--- src/design/tile_row_run_length_packer_assert.svh ---
// Assertion macros shared by the tile row run-length packer modules
`ifndef TILE_ROW_RUN_LENGTH_PACKER_ASSERT_SVH
`define TILE_ROW_RUN_LENGTH_PACKER_ASSERT_SVH

// Same-cycle implication, sampled on clk, off while rst_n is low
`define TRLP_ASSERT_NOW(label, ante, cons, msg) \
    label: assert property (@(posedge clk) disable iff (!rst_n) (ante) |-> (cons)) \
        else $error(msg);

// Next-cycle implication, sampled on clk, off while rst_n is low
`define TRLP_ASSERT_NEXT(label, ante, cons, msg) \
    label: assert property (@(posedge clk) disable iff (!rst_n) (ante) |=> (cons)) \
        else $error(msg);

`endif

--- src/design/trlp_pkg.sv ---
// Shared constants and types of the tile row run-length packer
`timescale 1ns / 1ps
package trlp_pkg;

    localparam int TILE_W    = 32;
    localparam int TILE_H    = 16;
    localparam int BYTE_W    = 8;
    localparam int OFS_W     = 10;
    localparam int COL_W     = $clog2(TILE_W);
    localparam int LEN_W     = $clog2(TILE_W + 1);
    localparam int ROW_W     = (TILE_H > 1) ? $clog2(TILE_H) : 1;
    localparam int RUN_MAX   = (TILE_W + 1) / 2;
    localparam int RUNS_W    = $clog2(RUN_MAX + 1);
    localparam int RUN_IDX_W = (RUN_MAX > 1) ? $clog2(RUN_MAX) : 1;
    localparam int OUT_TDATA_W = ((BYTE_W + 2 * OFS_W + 7) / 8) * 8;

    // Header byte of a tile with at least one opaque pixel
    localparam logic [BYTE_W-1:0] HDR_OPAQUE = 8'd16;
    localparam logic [BYTE_W-1:0] HDR_EMPTY  = 8'd0;

    // One opaque run of a row, as stored in the run table
    typedef struct packed {
        logic [COL_W-1:0] skip;
        logic [LEN_W-1:0] len;
        logic [COL_W-1:0] start;
    } run_entry_t;

    localparam int RUN_ENTRY_W = $bits(run_entry_t);

    // Row handover from the fill side to the emitter
    typedef struct packed {
        logic              full;
        logic [RUNS_W-1:0] runs;
    } row_info_t;

endpackage

--- src/design/tile_row_run_length_packer.sv ---
// Top level of the tile row run-length packer
//
// Takes a 32x16 tile of 8-bit pixels, bottom row first, one pixel per beat on
// s_axis, and produces the packed run-length stream on m_axis, one byte per
// beat with its stream offset. Per row: run count, then skip, length and the
// literal bytes of each opaque run, at offsets counting up from 1. After the
// last row comes the header at offset 0 with tlast high and the packed length.
// Pixels go into a 32-entry row RAM; runs are found on the fly and written to
// a run table RAM, so the run count is known when the row closes.
// Pixels are taken one per cycle while s_axis_tready is high. After the 32nd
// pixel, s_axis_tready stays low while the row is emitted: S_IDLE picks up the
// full row, S_COUNT sends the run count, S_SKIP, S_LEN and S_LIT the skip,
// length and literal bytes of each run (one byte per cycle while the output is
// free, next RAM read overlapped with the current beat), and S_ROWEND closes the
// row, which on the last row also emits the header. After a row's last pixel
// is taken, S_IDLE passes to S_COUNT, which loads its first byte into the
// output register. When m_axis_tready is low the output register holds its
// beat and the emitter waits; input resumes only once the row's last byte is loaded.
// Reset restores the counters: the next pixel starts a new tile at offset 1.
`timescale 1ns / 1ps
module tile_row_run_length_packer (
    input  logic                                clk,
    input  logic                                rst_n,
    input  logic                                s_axis_tvalid,
    output logic                                s_axis_tready,
    input  logic [trlp_pkg::BYTE_W-1:0]         s_axis_tdata,   // [7:0] pixel
    output logic                                m_axis_tvalid,
    input  logic                                m_axis_tready,
    // [7:0] out_byte, [17:8] offset, [27:18] packed_length, rest zero
    output logic [trlp_pkg::OUT_TDATA_W-1:0]    m_axis_tdata,
    output logic                                m_axis_tlast
);
    import trlp_pkg::*;

    row_info_t              row_info;
    logic                   row_release;
    logic                   row_we;
    logic [COL_W-1:0]       row_waddr;
    logic [BYTE_W-1:0]      row_wdata;
    logic                   row_rd_en;
    logic [COL_W-1:0]       row_raddr;
    logic [BYTE_W-1:0]      row_rdata;
    logic                   tab_we;
    logic [RUN_IDX_W-1:0]   tab_waddr;
    run_entry_t             tab_wdata;
    logic                   tab_rd_en;
    logic [RUN_IDX_W-1:0]   tab_raddr;
    run_entry_t             tab_rdata;
    logic [BYTE_W-1:0]      out_byte;
    logic [OFS_W-1:0]       out_ofs;
    logic [OFS_W-1:0]       out_plen;

    // Collect pixels and runs
    trlp_fill u_fill (
        .clk           (clk),
        .rst_n         (rst_n),
        .s_axis_tvalid (s_axis_tvalid),
        .s_axis_tready (s_axis_tready),
        .s_axis_tdata  (s_axis_tdata),
        .row_release   (row_release),
        .row_info      (row_info),
        .row_we        (row_we),
        .row_waddr     (row_waddr),
        .row_wdata     (row_wdata),
        .tab_we        (tab_we),
        .tab_waddr     (tab_waddr),
        .tab_wdata     (tab_wdata)
    );

    // Row pixel store
    trlp_ram #(
        .WIDTH (BYTE_W),
        .DEPTH (TILE_W)
    ) u_row_ram (
        .clk     (clk),
        .we      (row_we),
        .wr_addr (row_waddr),
        .wr_data (row_wdata),
        .rd_en   (row_rd_en),
        .rd_addr (row_raddr),
        .rd_data (row_rdata)
    );

    // Run table of the current row
    trlp_ram #(
        .WIDTH (RUN_ENTRY_W),
        .DEPTH (RUN_MAX)
    ) u_run_ram (
        .clk     (clk),
        .we      (tab_we),
        .wr_addr (tab_waddr),
        .wr_data (tab_wdata),
        .rd_en   (tab_rd_en),
        .rd_addr (tab_raddr),
        .rd_data (tab_rdata)
    );

    // Emit packed bytes
    trlp_emit u_emit (
        .clk         (clk),
        .rst_n       (rst_n),
        .row_info    (row_info),
        .row_release (row_release),
        .tab_rd_en   (tab_rd_en),
        .tab_raddr   (tab_raddr),
        .tab_rdata   (tab_rdata),
        .row_rd_en   (row_rd_en),
        .row_raddr   (row_raddr),
        .row_rdata   (row_rdata),
        .m_valid     (m_axis_tvalid),
        .m_ready     (m_axis_tready),
        .m_byte      (out_byte),
        .m_offset    (out_ofs),
        .m_last      (m_axis_tlast),
        .m_plen      (out_plen)
    );

    // Pack the result beat
    assign m_axis_tdata = {{(OUT_TDATA_W - BYTE_W - 2 * OFS_W){1'b0}},
                           out_plen, out_ofs, out_byte};

endmodule

--- src/design/trlp_ram.sv ---
// Generic single-port-write, single-port-read RAM with registered read
`timescale 1ns / 1ps
module trlp_ram #(
    parameter int WIDTH = 8,
    parameter int DEPTH = 32
) (
    input  logic                     clk,
    input  logic                     we,
    input  logic [$clog2(DEPTH)-1:0] wr_addr,
    input  logic [WIDTH-1:0]         wr_data,
    input  logic                     rd_en,
    input  logic [$clog2(DEPTH)-1:0] rd_addr,
    output logic [WIDTH-1:0]         rd_data
);

    logic [WIDTH-1:0] mem [DEPTH];

    // Write, and register the read word; hold it while rd_en is low
    always_ff @(posedge clk)
    begin
        if (we)
        begin
            mem[wr_addr] <= wr_data;
        end
        if (rd_en)
        begin
            rd_data <= mem[rd_addr];
        end
    end

endmodule

--- src/design/trlp_fill.sv ---
// Input side: stores the row pixels and builds the run table as they arrive
`timescale 1ns / 1ps
`include "tile_row_run_length_packer_assert.svh"
module trlp_fill (
    input  logic                               clk,
    input  logic                               rst_n,
    input  logic                               s_axis_tvalid,
    output logic                               s_axis_tready,
    input  logic [trlp_pkg::BYTE_W-1:0]        s_axis_tdata,
    input  logic                               row_release,
    output trlp_pkg::row_info_t                row_info,
    output logic                               row_we,
    output logic [trlp_pkg::COL_W-1:0]         row_waddr,
    output logic [trlp_pkg::BYTE_W-1:0]        row_wdata,
    output logic                               tab_we,
    output logic [trlp_pkg::RUN_IDX_W-1:0]     tab_waddr,
    output trlp_pkg::run_entry_t               tab_wdata
);
    import trlp_pkg::*;

    logic                 full_reg,   full_next;
    logic [COL_W-1:0]     col_reg,    col_next;
    logic [RUNS_W-1:0]    runs_reg,   runs_next;
    logic                 in_run_reg, in_run_next;
    logic [COL_W-1:0]     skip_reg,   skip_next;
    logic [COL_W-1:0]     start_reg,  start_next;
    logic [LEN_W-1:0]     len_reg,    len_next;
    logic                 accept;
    logic                 opaque_px;
    logic                 last_col;

    assign accept    = s_axis_tvalid && !full_reg;
    assign opaque_px = (s_axis_tdata != '0);
    assign last_col  = (col_reg == COL_W'(TILE_W - 1));

    assign s_axis_tready = !full_reg;
    assign row_we        = accept;
    assign row_waddr     = col_reg;
    assign row_wdata     = s_axis_tdata;
    assign tab_waddr     = runs_reg[RUN_IDX_W-1:0];
    assign row_info      = '{full: full_reg, runs: runs_reg};

    // Track skip, start and length of the current run; write a run when it closes
    always_comb
    begin
        full_next   = full_reg;
        col_next    = col_reg;
        runs_next   = runs_reg;
        in_run_next = in_run_reg;
        skip_next   = skip_reg;
        start_next  = start_reg;
        len_next    = len_reg;
        tab_we      = 1'b0;
        tab_wdata   = '{skip: skip_reg, len: len_reg, start: start_reg};

        if (row_release)
        begin
            full_next = 1'b0;
            runs_next = '0;
        end
        else if (accept)
        begin
            col_next = last_col ? '0 : col_reg + COL_W'(1);
            if (opaque_px)
            begin
                if (in_run_reg)
                begin
                    len_next = len_reg + LEN_W'(1);
                end
                else
                begin
                    in_run_next = 1'b1;
                    start_next  = col_reg;
                    len_next    = LEN_W'(1);
                end
                if (last_col)
                begin
                    tab_we    = 1'b1;
                    tab_wdata = '{skip: skip_reg, len: len_next, start: start_next};
                    runs_next = runs_reg + RUNS_W'(1);
                end
            end
            else
            begin
                if (in_run_reg)
                begin
                    tab_we      = 1'b1;
                    runs_next   = runs_reg + RUNS_W'(1);
                    in_run_next = 1'b0;
                    skip_next   = COL_W'(1);
                end
                else
                begin
                    skip_next = skip_reg + COL_W'(1);
                end
            end
            // Close the row and hold input until the emitter releases it
            if (last_col)
            begin
                full_next   = 1'b1;
                in_run_next = 1'b0;
                skip_next   = '0;
            end
        end
    end

    always_ff @(posedge clk or negedge rst_n)
    begin
        if (!rst_n)
        begin
            full_reg   <= 1'b0;
            col_reg    <= '0;
            runs_reg   <= '0;
            in_run_reg <= 1'b0;
            skip_reg   <= '0;
        end
        else
        begin
            full_reg   <= full_next;
            col_reg    <= col_next;
            runs_reg   <= runs_next;
            in_run_reg <= in_run_next;
            skip_reg   <= skip_next;
        end
    end

    // Run position and length need no reset
    always_ff @(posedge clk)
    begin
        start_reg <= start_next;
        len_reg   <= len_next;
    end

    `TRLP_ASSERT_NOW(a_tab_in_range, tab_we, runs_reg < RUNS_W'(RUN_MAX),
        "run table written beyond its depth")
    `TRLP_ASSERT_NOW(a_tab_len_nonzero, tab_we, tab_wdata.len != '0,
        "run of zero length written")
    `TRLP_ASSERT_NEXT(a_row_closed_clean, accept && last_col,
        full_reg && col_reg == '0 && !in_run_reg,
        "row not closed after its last pixel")

endmodule

--- src/design/trlp_emit.sv ---
// Output side: walks the run table and the row store and emits the packed bytes
`timescale 1ns / 1ps
`include "tile_row_run_length_packer_assert.svh"
module trlp_emit (
    input  logic                               clk,
    input  logic                               rst_n,
    input  trlp_pkg::row_info_t                row_info,
    output logic                               row_release,
    output logic                               tab_rd_en,
    output logic [trlp_pkg::RUN_IDX_W-1:0]     tab_raddr,
    input  trlp_pkg::run_entry_t               tab_rdata,
    output logic                               row_rd_en,
    output logic [trlp_pkg::COL_W-1:0]         row_raddr,
    input  logic [trlp_pkg::BYTE_W-1:0]        row_rdata,
    output logic                               m_valid,
    input  logic                               m_ready,
    output logic [trlp_pkg::BYTE_W-1:0]        m_byte,
    output logic [trlp_pkg::OFS_W-1:0]         m_offset,
    output logic                               m_last,
    output logic [trlp_pkg::OFS_W-1:0]         m_plen
);
    import trlp_pkg::*;

    typedef enum logic [2:0] {
        S_IDLE,
        S_COUNT,
        S_SKIP,
        S_LEN,
        S_LIT,
        S_ROWEND
    } state_t;

    state_t               state_reg,    state_next;
    logic [RUNS_W-1:0]    run_idx_reg,  run_idx_next;
    logic [COL_W-1:0]     lit_pos_reg,  lit_pos_next;
    logic [LEN_W-1:0]     lit_left_reg, lit_left_next;
    logic [ROW_W-1:0]     row_cnt_reg,  row_cnt_next;
    logic [OFS_W-1:0]     ofs_reg,      ofs_next;
    logic                 opaque_reg,   opaque_next;
    logic                 out_valid_reg, out_valid_next;
    logic [BYTE_W-1:0]    out_byte_reg, out_byte_next;
    logic [OFS_W-1:0]     out_ofs_reg,  out_ofs_next;
    logic                 out_last_reg, out_last_next;
    logic [OFS_W-1:0]     out_plen_reg, out_plen_next;
    logic                 out_free;
    logic                 last_row;
    logic [RUNS_W-1:0]    run_idx_inc;

    assign out_free    = !out_valid_reg || m_ready;
    assign last_row    = (row_cnt_reg == ROW_W'(TILE_H - 1));
    assign run_idx_inc = run_idx_reg + RUNS_W'(1);

    assign m_valid  = out_valid_reg;
    assign m_byte   = out_byte_reg;
    assign m_offset = out_ofs_reg;
    assign m_last   = out_last_reg;
    assign m_plen   = out_plen_reg;

    // Sequence one row: run count, then skip, length and literals of each run; the last row ends with the header
    always_comb
    begin
        state_next     = state_reg;
        run_idx_next   = run_idx_reg;
        lit_pos_next   = lit_pos_reg;
        lit_left_next  = lit_left_reg;
        row_cnt_next   = row_cnt_reg;
        ofs_next       = ofs_reg;
        opaque_next    = opaque_reg;
        out_valid_next = out_valid_reg && !m_ready;
        out_byte_next  = out_byte_reg;
        out_ofs_next   = out_ofs_reg;
        out_last_next  = out_last_reg;
        out_plen_next  = out_plen_reg;
        tab_rd_en      = 1'b0;
        tab_raddr      = run_idx_reg[RUN_IDX_W-1:0];
        row_rd_en      = 1'b0;
        row_raddr      = lit_pos_reg;
        row_release    = 1'b0;

        case (state_reg)
            S_IDLE:
            begin
                if (row_info.full)
                begin
                    state_next = S_COUNT;
                end
            end
            S_COUNT:
            begin
                if (out_free)
                begin
                    out_valid_next = 1'b1;
                    out_byte_next  = BYTE_W'(row_info.runs);
                    out_ofs_next   = ofs_reg;
                    out_last_next  = 1'b0;
                    out_plen_next  = '0;
                    ofs_next       = ofs_reg + OFS_W'(1);
                    run_idx_next   = '0;
                    if (row_info.runs == '0)
                    begin
                        state_next = S_ROWEND;
                    end
                    else
                    begin
                        opaque_next = 1'b1;
                        tab_rd_en   = 1'b1;
                        tab_raddr   = '0;
                        state_next  = S_SKIP;
                    end
                end
            end
            S_SKIP:
            begin
                if (out_free)
                begin
                    out_valid_next = 1'b1;
                    out_byte_next  = BYTE_W'(tab_rdata.skip);
                    out_ofs_next   = ofs_reg;
                    out_last_next  = 1'b0;
                    out_plen_next  = '0;
                    ofs_next       = ofs_reg + OFS_W'(1);
                    state_next     = S_LEN;
                end
            end
            S_LEN:
            begin
                if (out_free)
                begin
                    out_valid_next = 1'b1;
                    out_byte_next  = BYTE_W'(tab_rdata.len);
                    out_ofs_next   = ofs_reg;
                    out_last_next  = 1'b0;
                    out_plen_next  = '0;
                    ofs_next       = ofs_reg + OFS_W'(1);
                    row_rd_en      = 1'b1;
                    row_raddr      = tab_rdata.start;
                    lit_pos_next   = tab_rdata.start;
                    lit_left_next  = tab_rdata.len;
                    state_next     = S_LIT;
                end
            end
            S_LIT:
            begin
                if (out_free)
                begin
                    out_valid_next = 1'b1;
                    out_byte_next  = row_rdata;
                    out_ofs_next   = ofs_reg;
                    out_last_next  = 1'b0;
                    out_plen_next  = '0;
                    ofs_next       = ofs_reg + OFS_W'(1);
                    if (lit_left_reg > LEN_W'(1))
                    begin
                        // Fetch the next literal while this one goes out
                        row_rd_en     = 1'b1;
                        row_raddr     = lit_pos_reg + COL_W'(1);
                        lit_pos_next  = lit_pos_reg + COL_W'(1);
                        lit_left_next = lit_left_reg - LEN_W'(1);
                    end
                    else
                    begin
                        run_idx_next = run_idx_inc;
                        if (run_idx_inc < row_info.runs)
                        begin
                            tab_rd_en  = 1'b1;
                            tab_raddr  = run_idx_inc[RUN_IDX_W-1:0];
                            state_next = S_SKIP;
                        end
                        else
                        begin
                            state_next = S_ROWEND;
                        end
                    end
                end
            end
            S_ROWEND:
            begin
                if (!last_row)
                begin
                    row_cnt_next = row_cnt_reg + ROW_W'(1);
                    row_release  = 1'b1;
                    state_next   = S_IDLE;
                end
                else if (out_free)
                begin
                    // Header at offset zero closes the tile
                    out_valid_next = 1'b1;
                    out_byte_next  = opaque_reg ? HDR_OPAQUE : HDR_EMPTY;
                    out_ofs_next   = '0;
                    out_last_next  = 1'b1;
                    out_plen_next  = opaque_reg ? ofs_reg : OFS_W'(1);
                    row_cnt_next   = '0;
                    ofs_next       = OFS_W'(1);
                    opaque_next    = 1'b0;
                    row_release    = 1'b1;
                    state_next     = S_IDLE;
                end
            end
            default:
            begin
                state_next = S_IDLE;
            end
        endcase
    end

    always_ff @(posedge clk or negedge rst_n)
    begin
        if (!rst_n)
        begin
            state_reg     <= S_IDLE;
            run_idx_reg   <= '0;
            lit_pos_reg   <= '0;
            lit_left_reg  <= '0;
            row_cnt_reg   <= '0;
            ofs_reg       <= OFS_W'(1);
            opaque_reg    <= 1'b0;
            out_valid_reg <= 1'b0;
            out_byte_reg  <= '0;
            out_ofs_reg   <= '0;
            out_last_reg  <= 1'b0;
            out_plen_reg  <= '0;
        end
        else
        begin
            state_reg     <= state_next;
            run_idx_reg   <= run_idx_next;
            lit_pos_reg   <= lit_pos_next;
            lit_left_reg  <= lit_left_next;
            row_cnt_reg   <= row_cnt_next;
            ofs_reg       <= ofs_next;
            opaque_reg    <= opaque_next;
            out_valid_reg <= out_valid_next;
            out_byte_reg  <= out_byte_next;
            out_ofs_reg   <= out_ofs_next;
            out_last_reg  <= out_last_next;
            out_plen_reg  <= out_plen_next;
        end
    end

    `TRLP_ASSERT_NOW(a_busy_needs_row, state_reg != S_IDLE, row_info.full,
        "emitter busy without a held row")
    `TRLP_ASSERT_NOW(a_lit_pending, state_reg == S_LIT, lit_left_reg != '0,
        "literal state with no literal left")
    `TRLP_ASSERT_NOW(a_run_in_range,
        state_reg == S_SKIP || state_reg == S_LEN || state_reg == S_LIT,
        run_idx_reg < row_info.runs, "run index beyond the row's run count")
    `TRLP_ASSERT_NEXT(a_tile_restart, state_reg == S_ROWEND && last_row && out_free,
        ofs_reg == OFS_W'(1) && !opaque_reg && row_cnt_reg == '0,
        "tile counters not restored after the header")

endmodule
--- config.mk ---
export PLATFORM = sky130hd
export DESIGN_NAME = tile_row_run_length_packer
export DESIGN_NICKNAME = d
export VERILOG_FILES = /design/src/design/trlp_pkg.sv /design/src/design/tile_row_run_length_packer.sv /design/src/design/trlp_ram.sv /design/src/design/trlp_fill.sv /design/src/design/trlp_emit.sv
export VERILOG_INCLUDE_DIRS = /design/src /design/src/design
export SDC_FILE = /design/constraint.sdc
export NUM_CORES = 1
export LEC_CHECK = 0
export BUFFER_PORTS_ARGS = -buffer_cell sky130_fd_sc_hd__buf_2
export CAP_MARGIN = 20
export CELL_PAD_IN_SITES_DETAIL_PLACEMENT = 1
export CELL_PAD_IN_SITES_GLOBAL_PLACEMENT = 1
export CORE_MARGIN = 2
export CORE_UTILIZATION = 25
export CTS_BUF_LIST = sky130_fd_sc_hd__clkbuf_4
export CTS_CLUSTER_SIZE = 12
export DETAILED_ROUTE_END_ITERATION = 16
export PLACE_DENSITY_LB_ADDON = 0.1
export SLEW_MARGIN = 20
export SYNTH_ARGS = -nofsm -noshare
export SYNTH_HDL_FRONTEND = slang
export SYNTH_SLANG_ARGS = --single-unit
--- constraint.sdc ---
create_clock -name clk -period 3.5 [get_ports clk]
set_clock_uncertainty 0.2 [all_clocks]
set_input_delay 0.35 -clock clk [delete_from_list [all_inputs] [get_ports clk]]
set_output_delay 0.35 -clock clk [all_outputs]
set_load 0.02 [all_outputs]
==> results.sh, run 1 <==
export IMPL_worstHoldStart="u_row_ram.rd_data[6]"
export IMPL_cp_arrival_ns=4.50
export IMPL_place_congestion=0.7817
export IMPL_p_leak_nw=12.66
export IMPL_post_dp_hpwl_um=53910
export IMPL_final_area_sq_um=34070
export IMPL_yosysWarningCount=0
export IMPL_slew_viol_final=0
export IMPL_crit_start="u_emit.run_idx_reg[1]"
export IMPL_ctsRootBufferMaster="clkbuf_4"
export IMPL_dp_cells=3342
export IMPL_die_h_um=327.4
export IMPL_cts_max_level=4
export IMPL_synthTopCellsByArea="edfxtp_1, mux2i_1, dfrtp_1"
export IMPL_postSynthAreaPerCell_sq_um=14.90
export IMPL_regArea_sq_um=18460
export IMPL_dieWidth_um=327.4
export IMPL_wl_per_cell_um=22.78
export IMPL_final_setup_tns_ns=-5.199
export IMPL_synthToLayoutAreaGrowth_pct=30.31
export IMPL_drtIter0Drc=1028
export IMPL_cp_data_required_time_ns=4.05
export IMPL_path_cells="ha_4 > ha_4 > a21bo_4 > a2111oi_4 > or2_4 > nor4_4 > nor2_4 > buf_12 > buf_12 > buf_16 > mux2i_2 > o22ai_1 > or4_1"
export IMPL_grt_pass1_vias=18130
export IMPL_violations="negative setup slack"
export IMPL_max_cap_violations=0
export IMPL_post_synth_top_count_cell="edfxtp_1"
export IMPL_regToRegStartpoint="u_emit.run_idx_reg[1]"
export IMPL_grt_pass1_wl_um=123100
export IMPL_fill_cells=11010
export IMPL_core_sq_um=103600
export IMPL_dr_pass1_iters=5
export IMPL_routed_via_density=4.560
export IMPL_slew_headroom_pct=47.05
export IMPL_grt_usage_pct=15.72
export IMPL_cts_tree="built"
export IMPL_finalCritPeriodShare_pct=112.7
export IMPL_synth_seq_cells=628
export IMPL_antenna_found_initial=3
export IMPL_hp_class="register to register"
export IMPL_syn_area_sq_um=26140
export IMPL_critPathLaunchType="register"
export IMPL_clkSlewWorstSetupHoldPaths_ns=0.06
export IMPL_synth_top_area_share_pct=62.83
export IMPL_synth_largest_area_cell="edfxtp_1"
export IMPL_synth_cell_types=83
export IMPL_cts_max_path_buffers=3
export IMPL_worst_ir_drop_vdd_mv=0.2781
export IMPL_tightest_slew_ns=0.7942
export IMPL_crit_path_max_fanout=5
export IMPL_postRouteAntennaNets=0
export IMPL_nets=2242
export IMPL_synth_edf_count=547
export IMPL_postSynthCellCount=1754
export IMPL_status="finished with violations"
export IMPL_start_util_pct=25.22
export IMPL_fmax_mhz=253.4
export IMPL_grt_overflow_total=0
export IMPL_setup_viol=16
export IMPL_setup_ws_ns=-0.4458
export IMPL_placement_io_buffers=42
export IMPL_clkSinkCount=628
export IMPL_end_kind="register"
export IMPL_dominantRegCellSynth="edfxtp_1"
export IMPL_drc=0
export IMPL_crit_path_max_incr_delay_ns=0.53
export IMPL_r2r_slack_ns=-0.45
export IMPL_die_area_sq_um=107200
export IMPL_grt_max_degree=49
export IMPL_top_regs="u_row_ram.mem: 256 flops, u_run_ram.mem: 256 flops, u_run_ram.rd_data: 16 flops"
export IMPL_place_area_sq_um=30200
export IMPL_fp_row_count=118
export IMPL_stdcell_count=3725
export IMPL_hold_viol_final=0
export IMPL_critPathKind="register to register"
export IMPL_synth_common_cells="edfxtp_1, mux2i_1, nand2_1"
export IMPL_crit_slowest_cell="or4_1"
export IMPL_period_minus_slack_ns=3.946
export IMPL_drive_gt1_share_pct=34.42
export IMPL_clk_latency_ns=1.04
export IMPL_fin_util_pct=32.87
export IMPL_cts_made_buffers=178
export IMPL_io_pins=47
export IMPL_multiInputGateArea_sq_um=7966
export IMPL_rsz0062_at_grt="true"
export IMPL_vias=16990
export IMPL_ys_async_sr_fraction_pct=12.90
export IMPL_power_density_nw_per_um2=743.9
export IMPL_ys_seq_area_share_pct=70.59
export IMPL_drt_wl_total_um=84870
placed cells by master, fill, tap and decap left out, drive strengths merged, types with 7 or more instances in the layout:
cell         synthesis  layout
nand2              147     147
clkbuf              31     268
a21oi               43      43
nor2b                8       8
nor3                12      12
a211oi               9       9
o32ai               14      14
mux2i              257     257
nand2b               9       9
dfrtp               80      80
xnor2                9       9
dlygate4sd3          0      14
ha                  21      21
o22ai               42      42
and3                 9       9
o2111ai              8       8
or3                  8       8
mux2                19      19
or4                 16      16
a221oi              15      15
nor2               110     110
buf                 58     343
a22oi               23      23
nand3               76      76
edfxtp             547     547
o21ai               60      60
inv                 24      31
xor2                 9       9
clkinv               0      39
a221o                7       7
worst paths after layout:
path                       cells after the start                    end
max                                           13   u_run_ram.rd_data[1]
min                                            2       u_emit.m_byte[6]
max reg2reg                                   13   u_run_ram.rd_data[1]
min reg2reg                                    2       u_emit.m_byte[6]
max in group asynchronous                      4  u_emit.run_idx_reg[0]
min in group asynchronous                      4     u_fill.runs_reg[2]
metal layers:
| layer | routed length (um) | vias to the layer above | global-route usage (%) |
|---|---|---|---|
| met2 | 37680 | 386 | 23.76 |
| li1 | - | 7812 | - |
| met5 | 0 | - | 0 |
| met3 | 3736 | 135 | 3.464 |
| met1 | 41620 | 8654 | 22.20 |
| met4 | 1838 | 0 | 5.315 |
power by group:
group | internal (W) | switching (W)
registers | 0.00920 | 0.000483
clock network | 0.00352 | 0.00322
logic | 0.00382 | 0.00509
stage by stage:
stage / power [W] / setup slack (ns) / hold WS (ns)
final: 0.02534 / -0.4458 / 0.2389
after global placement: 0.01745 / -0.3312 / 0.2440
after detailed placement: 0.01757 / -0.3907 / 0.2506
after CTS: 0.02532 / -0.4371 / 0.1151
after global routing: 0.02683 / -0.5302 / 0.1736
after floorplan: 0.01370 / -0.1814 / -0.1456
cells by family (layout without fill, tap and decap cells):
kind of cell,after synthesis,count (layout),share of synthesized area (%)
buf+inv,113,698,2.072
xor+xnor,18,18,0.6031
fa+ha+maj,21,21,1.005
simple gates,428,428,7.935
compound gates,269,269,7.122
flops,628,628,70.59
other cells,1,7,0.01434
mux,276,276,10.66
layout make-up:
class	instances	share of cell area, %
flip-flops and latches	628	54.18
multi-input cells	1016	23.39
inverters	24	0.3416
clock buffers	264	5.818
diodes	3	0.02204
well taps	1380	5.069
clock inverters	49	0.7603
repair buffers	361	10.42
timing repair:
item	CTS	global route
cloned	3	5
pin swaps	33	50
hold buffers	15	0
endpoints found under the setup margin	24	24
setup buffers	31	18
resized for setup	78	92
hold endpoints to repair	378	0
critical path: cells and delay by family, from the launching register on:
family / cells / cell delay [ns]
simple gates: 4 / 1.11
compound gates: 3 / 0.74
fa+ha+maj: 2 / 0.52
buf+inv: 3 / 0.42
flops: 1 / 0.42
mux: 1 / 0.23
No activity file was read; power rests on OpenSTA's default activity.
==> run 2, diff against run 1 <==
Settings changed: SETUP_SLACK_MARGIN from default to 0.02.
==> run 2 against run 1 <==
Against the previous run:
- the flow still finishes with violations (negative setup slack)
- maximum frequency hardly changed
- clock-buffer cell count stayed put
- register-to-register slack hardly changed
- largest power group unchanged
- highest routed layer unchanged
==> results.sh, run 2 (synthesis gave the netlist of run 1 again) <==
export IMPL_postRouteAntennaNets=0
export IMPL_dr_wl_met2_um=37930
export IMPL_period_minus_slack_ns=3.942
export IMPL_top_layer_used="met4"
export IMPL_critPathKind="register to register"
export IMPL_whs_ns=0.2375
export IMPL_hp_class="register to register"
export IMPL_power_density_nw_per_um2=748.6
export IMPL_multiInputGateArea_sq_um=7974
export IMPL_crit_path_max_incr_delay_ns=0.53
export IMPL_crit_slowest_cell="or4_1"
export IMPL_clkSinkCount=628
export IMPL_setup_ws_ns=-0.4425
export IMPL_p_switching_w=0.008873
export IMPL_status="finished with violations"
export IMPL_regToRegStartpoint="u_emit.run_idx_reg[1]"
export IMPL_die_h_um=327.4
export IMPL_clkSlewWorstSetupHoldPaths_ns=0.06
export IMPL_end_kind="register"
export IMPL_start_util_pct=25.22
export IMPL_cts_max_level=4
export IMPL_grt_pass1_wl_um=123000
export IMPL_path_cells="ha_4 > ha_4 > a21bo_4 > a2111oi_4 > or2_4 > nor4_4 > nor2_4 > buf_12 > buf_12 > buf_16 > mux2i_2 > o22ai_1 > or4_1"
export IMPL_wl_met3_um=3697
export IMPL_rsz0062_at_grt="true"
export IMPL_internal_power_w=0.01674
export IMPL_wl_per_cell_um=22.80
export IMPL_drc=0
export IMPL_die_area_sq_um=107200
export IMPL_ctsRootBufferMaster="clkbuf_4"
export IMPL_drtIter0Drc=1057
export IMPL_final_area_sq_um=34210
export IMPL_setup_viol=17
export IMPL_grt_overflow_total=0
export IMPL_mostFrequentLayoutCell="edfxtp_1"
export IMPL_cts_max_path_buffers=3
export IMPL_slew_headroom_pct=47.32
export IMPL_core_sq_um=103600
export IMPL_hold_viol_final=0
export IMPL_clk_latency_ns=1.03
export IMPL_crit_path_max_fanout=5
export IMPL_power_frac_comb_pct=35.8
export IMPL_fp_row_count=118
export IMPL_pre_cts_ws_ns=-0.3907
export IMPL_worstHoldStart="u_row_ram.rd_data[6]"
export IMPL_switching_share_pct=34.65
export IMPL_cp_data_required_time_ns=4.05
export IMPL_fmax_mhz=253.6
export IMPL_slew_viol_final=0
export IMPL_top_regs="u_row_ram.mem: 256 flops, u_run_ram.mem: 256 flops, u_run_ram.rd_data: 16 flops"
export IMPL_dr_pass1_iters=5
export IMPL_drive_gt1_share_pct=34.48
export IMPL_nets=2249
export IMPL_regArea_sq_um=18460
export IMPL_pwr_share_clk_pct=26.3
export IMPL_dieWidth_um=327.4
export IMPL_fin_util_pct=33.01
export IMPL_grt_usage_pct=15.70
export IMPL_cp_arrival_ns=4.49
export IMPL_crit_start="u_emit.run_idx_reg[1]"
export IMPL_tightest_slew_ns=0.7903
export IMPL_max_cap_violations=0
export IMPL_antenna_found_initial=3
export IMPL_drt_wl_total_um=85150
export IMPL_finalCritPeriodShare_pct=112.6
export IMPL_vias=16990
export IMPL_cts_tree="built"
export IMPL_post_dp_hpwl_um=53910
export IMPL_grt_pass1_vias=18110
export IMPL_pwr_share_seq_pct=37.8
export IMPL_fill_cells=11030
export IMPL_synthToLayoutAreaGrowth_pct=30.85
export IMPL_cts_made_buffers=178
export IMPL_violations="negative setup slack"
export IMPL_critPathLaunchType="register"
export IMPL_routed_via_density=4.550
export IMPL_final_cell_mix="edfxtp_1, clkbuf_4, buf_4"
export IMPL_worst_ir_drop_vdd_mv=0.2760
export IMPL_grt_max_degree=49
export IMPL_io_pins=47
export IMPL_place_area_sq_um=30200
export IMPL_placement_io_buffers=42
export IMPL_drt_met1_wl_um=41750
export IMPL_p_leak_nw=12.75
export IMPL_place_congestion=0.7817
==> run 2: cell count changes in the layout (fill, tap and decap cells not counted), moves of 3 or more <==
cell	delta
buf_12	-3
clkbuf_16	+3
mux2i_1	+5
mux2i_2	-5
==> run 2: per-stage QoR <==
stage	setup TNS, ns	instances	total power [W]
4_1_cts	-6.117	3704	0.02538
3_3_place_gp	-4.990	3342	0.01745
5_1_grt	-7.570	3731	0.02711
2_1_floorplan	-9.770	1757	0.01370
3_5_place_dp	-5.875	3342	0.01757
6_report	-5.177	3734	0.02561
==> run 2: layout make-up <==
type | count | share of cell area [%]
antenna | 5 | 0.03658
multi-input combinational | 1016 | 23.31
clock buffer | 264 | 5.794
clock inverter | 49 | 0.7571
timing repair buffer | 368 | 10.76
tap | 1380 | 5.048
sequential | 628 | 53.96
inverter | 24 | 0.3402
==> run 2: timing repair <==
item | in CTS | in global routing
hold buffers | 15 | 0
pin swaps | 34 | 47
endpoints found under the setup margin | 24 | 24
hold endpoints to repair | 377 | 0
gates resized for setup | 88 | 89
setup buffers | 31 | 19
cloned | 3 | 8
==> run 2: worst paths after layout <==
path	endpoint	slack [ns]	depth (start not counted)
max in group asynchronous	u_emit.run_idx_reg[0]	2.57	4
min reg2reg	u_emit.m_byte[6]	0.24	2
min in group asynchronous	u_emit.ofs_reg[2]	0.26	4
max reg2reg	u_run_ram.rd_data[1]	-0.44	13
max	u_run_ram.rd_data[1]	-0.44	13
min	u_emit.m_byte[6]	0.24	2
==> run 2: per-layer routing <==
metal	global-route usage [%]	up-vias
li1	-	7828
met1	22.29	8637
met2	23.75	385
met3	3.367	138
met4	5.136	0
met5	0	-
==> run 2: power groups by stage <==
stage | registers [W] | logic (W) | clock network [W]
after floorplan | 0.00965 | 0.00405 | 0
after global placement | 0.00982 | 0.00763 | 0
after detailed placement | 0.00985 | 0.00772 | 0
after CTS | 0.00970 | 0.00863 | 0.00706
after global routing | 0.00976 | 0.00991 | 0.00745
final | 0.00969 | 0.00917 | 0.00675
==> run 2: worst max-delay path: cells and delay by family, from the launching register on <==
family | cells | cell delay, ns
simple gates | 4 | 1.11
mux | 1 | 0.23
compound gates | 3 | 0.74
fa+ha+maj | 2 | 0.52
flops | 1 | 0.42
buf+inv | 3 | 0.42
==> run 3, diff against run 2 <==
Settings changed: BUFFER_PORTS_ARGS -buffer_cell sky130_fd_sc_hd__buf_2 to -buffer_cell sky130_fd_sc_hd__clkbuf_2.
==> run 3 against run 2 <==
Against the previous run:
- the flow still finishes with violations (negative setup slack)
- first-iteration DRC count is 8.7% lower
- maximum frequency grew 0.27%
- worst setup slack improved by 0.010 ns
- global-route usage up 0.13 points
- register-to-register slack about the same
- clock-buffer cell count shrank 19
- worst hold slack improved by 0.029 ns
- combinational power down 13%
- clock power fell by 3.4%
- non-clock buffer count fell by 4
- utilization shrank 0.33 points
==> results.sh, run 3 (synthesis gave the netlist of run 1 again) <==
export IMPL_status="finished with violations"
export IMPL_violations="negative setup slack"
export IMPL_setup_ws_ns=-0.4320
export IMPL_tightest_slew_ns=0.7635
export IMPL_core_sq_um=103600
export IMPL_final_area_sq_um=33870
export IMPL_cpMostUsedCell="ha_4"
export IMPL_mostFrequentLayoutCell="edfxtp_1"
export IMPL_cts_max_path_buffers=3
export IMPL_cts_max_level=4
export IMPL_cts_tree="built"
export IMPL_vias=16910
export IMPL_crit_path_max_incr_delay_ns=0.48
export IMPL_dieWidth_um=327.4
export IMPL_die_h_um=327.4
export IMPL_cts_made_buffers=172
export IMPL_pre_cts_ws_ns=-0.4684
export IMPL_total_power_w=0.02415
export IMPL_crit_slowest_cell="or4_1"
export IMPL_io_pins=47
export IMPL_critPathKind="register to register"
export IMPL_crit_path_max_fanout=8
export IMPL_dr_pass1_iters=5
export IMPL_drtIter0Drc=965
export IMPL_grt_usage_pct=15.84
export IMPL_cp_arrival_ns=4.44
export IMPL_synthToLayoutAreaGrowth_pct=29.54
export IMPL_place_area_sq_um=30200
export IMPL_fp_row_count=118
export IMPL_regToRegStartpoint="u_emit.run_idx_reg[0]"
export IMPL_die_area_sq_um=107200
export IMPL_fmax_mhz=254.3
export IMPL_antenna_found_initial=5
export IMPL_drive_gt1_share_pct=32.79
export IMPL_grt_pass1_vias=18150
export IMPL_clk_latency_ns=1.01
export IMPL_worstHoldStart="s_axis_tdata[6]"
export IMPL_fill_cells=10990
export IMPL_setup_viol=16
export IMPL_top_regs="u_row_ram.mem: 256 flops, u_run_ram.mem: 256 flops, u_run_ram.rd_data: 16 flops"
export IMPL_hp_class="input port to register"
export IMPL_ctsRootBufferMaster="clkbuf_4"
export IMPL_dp_cells=3344
export IMPL_period_minus_slack_ns=3.932
export IMPL_nets=2240
export IMPL_whs_ns=0.2663
export IMPL_rsz0062_at_grt="true"
export IMPL_critPathLaunchType="register"
export IMPL_hold_viol_final=0
export IMPL_power_density_nw_per_um2=713.1
export IMPL_crit_start="u_emit.run_idx_reg[0]"
export IMPL_post_dp_hpwl_um=54030
export IMPL_grt_overflow_total=0
export IMPL_grt_pass1_wl_um=123800
export IMPL_start_util_pct=25.22
export IMPL_path_cells="ha_4 > ha_4 > a21bo_4 > a2111oi_4 > buf_4 > buf_6 > o31a_1 > o21ai_4 > nand2_8 > buf_8 > buf_12 > mux2i_1 > o22ai_2 > or4_1"
export IMPL_slew_viol_final=0
export IMPL_place_congestion=0.8134
export IMPL_p_leak_nw=12.61
export IMPL_drc=0
export IMPL_postRouteAntennaNets=0
export IMPL_placement_io_buffers=42
export IMPL_clkSinkCount=628
export IMPL_max_cap_violations=0
export IMPL_worst_ir_drop_vdd_mv=0.3488
export IMPL_grt_max_degree=66
export IMPL_end_kind="register"
export IMPL_clkSlewWorstSetupHoldPaths_ns=0.07
export IMPL_r2r_slack_ns=-0.43
export IMPL_drt_wl_total_um=84410
export IMPL_slew_headroom_pct=49.10
export IMPL_finalCritPeriodShare_pct=112.3
export IMPL_final_cell_mix="edfxtp_1, clkbuf_4, mux2i_1"
export IMPL_stdcell_count=3719
export IMPL_wl_per_cell_um=22.70
export IMPL_cp_data_required_time_ns=4.01
export IMPL_routed_via_density=4.547
-- run 3: cell count changes in the layout (fill, tap and decap cells not counted), sizes merged --
cell | previous run | this run
clkinvlp | 1 | 3
buf | 347 | 308
inv | 31 | 29
nor2 | 110 | 111
dlygate4sd3 | 14 | 13
bufbuf | 0 | 1
diode | 5 | 6
clkinv | 39 | 45
clkbuf | 271 | 287
-- run 3: worst paths after layout --
check	to	cells past startpoint
max	u_run_ram.rd_data[13]	14
min	u_row_ram.mem[22][6]	3
max reg2reg	u_run_ram.rd_data[13]	14
min reg2reg	u_emit.m_plen[2]	2
max in group asynchronous	u_emit.state_reg[0]	4
min in group asynchronous	u_fill.runs_reg[4]	4
-- run 3: where the power goes --
| part | leakage, nW | switching (W) | total [W] | internal [W] |
|---|---|---|---|---|
| clock | 1.27 | 0.00315 | 0.00652 | 0.00337 |
| combinational | 5.30 | 0.00476 | 0.00796 | 0.00320 |
| sequential | 6.04 | 0.000467 | 0.00967 | 0.00920 |
| total | 12.6 | 0.00838 | 0.0242 | 0.0158 |
-- run 3: routing by layer --
layer / global-route usage, % / share of wire [%] / vias up / routed length, um
met4: 5.225 / 2.0 / 0 / 1728
met5: 0 / 0 / - / 0
met1: 22.50 / 49 / 8658 / 41460
li1: - / - / 7801 / -
met3: 3.034 / 3.5 / 122 / 2959
met2: 24.20 / 45 / 328 / 38260
-- run 3: per-stage QoR --
stage / utilization (%) / TNS [ns]
floorplan: - / -9.770
global placement: 29.14 / -5.534
detailed placement: 29.14 / -6.819
CTS: 32.28 / -5.435
global route: 32.67 / -7.292
finish: 32.68 / -4.935
-- run 3: cell type report --
type	count	area (sq um)	area share [%]
Sequential cell	628	18460	54.50
Clock buffer	245	1839	5.431
Tap cell	1380	1727	5.098
Timing Repair Buffer	364	3522	10.40
Antenna cell	6	15.01	0.04433
Clock inverter	55	301.5	0.8904
Inverter	24	97.59	0.2882
Multi-Input combinational cell	1017	7906	23.35
-- run 3: worst max-delay path, delay by kind of cell (launching register included) --
family / cells / cell delay [ns]
compound gates: 5 / 0.99
simple gates: 2 / 0.64
buf+inv: 4 / 0.59
fa+ha+maj: 2 / 0.52
flops: 1 / 0.43
mux: 1 / 0.27
-- run 3: repair_timing --
item                       4_1_cts  5_1_grt
setup endpoints to repair       24       24
pin swaps                       35       33
resized for setup               86       67
hold buffers                    14        0
cloned                           7        1
setup buffers                   35       20
hold endpoints to repair       376        0
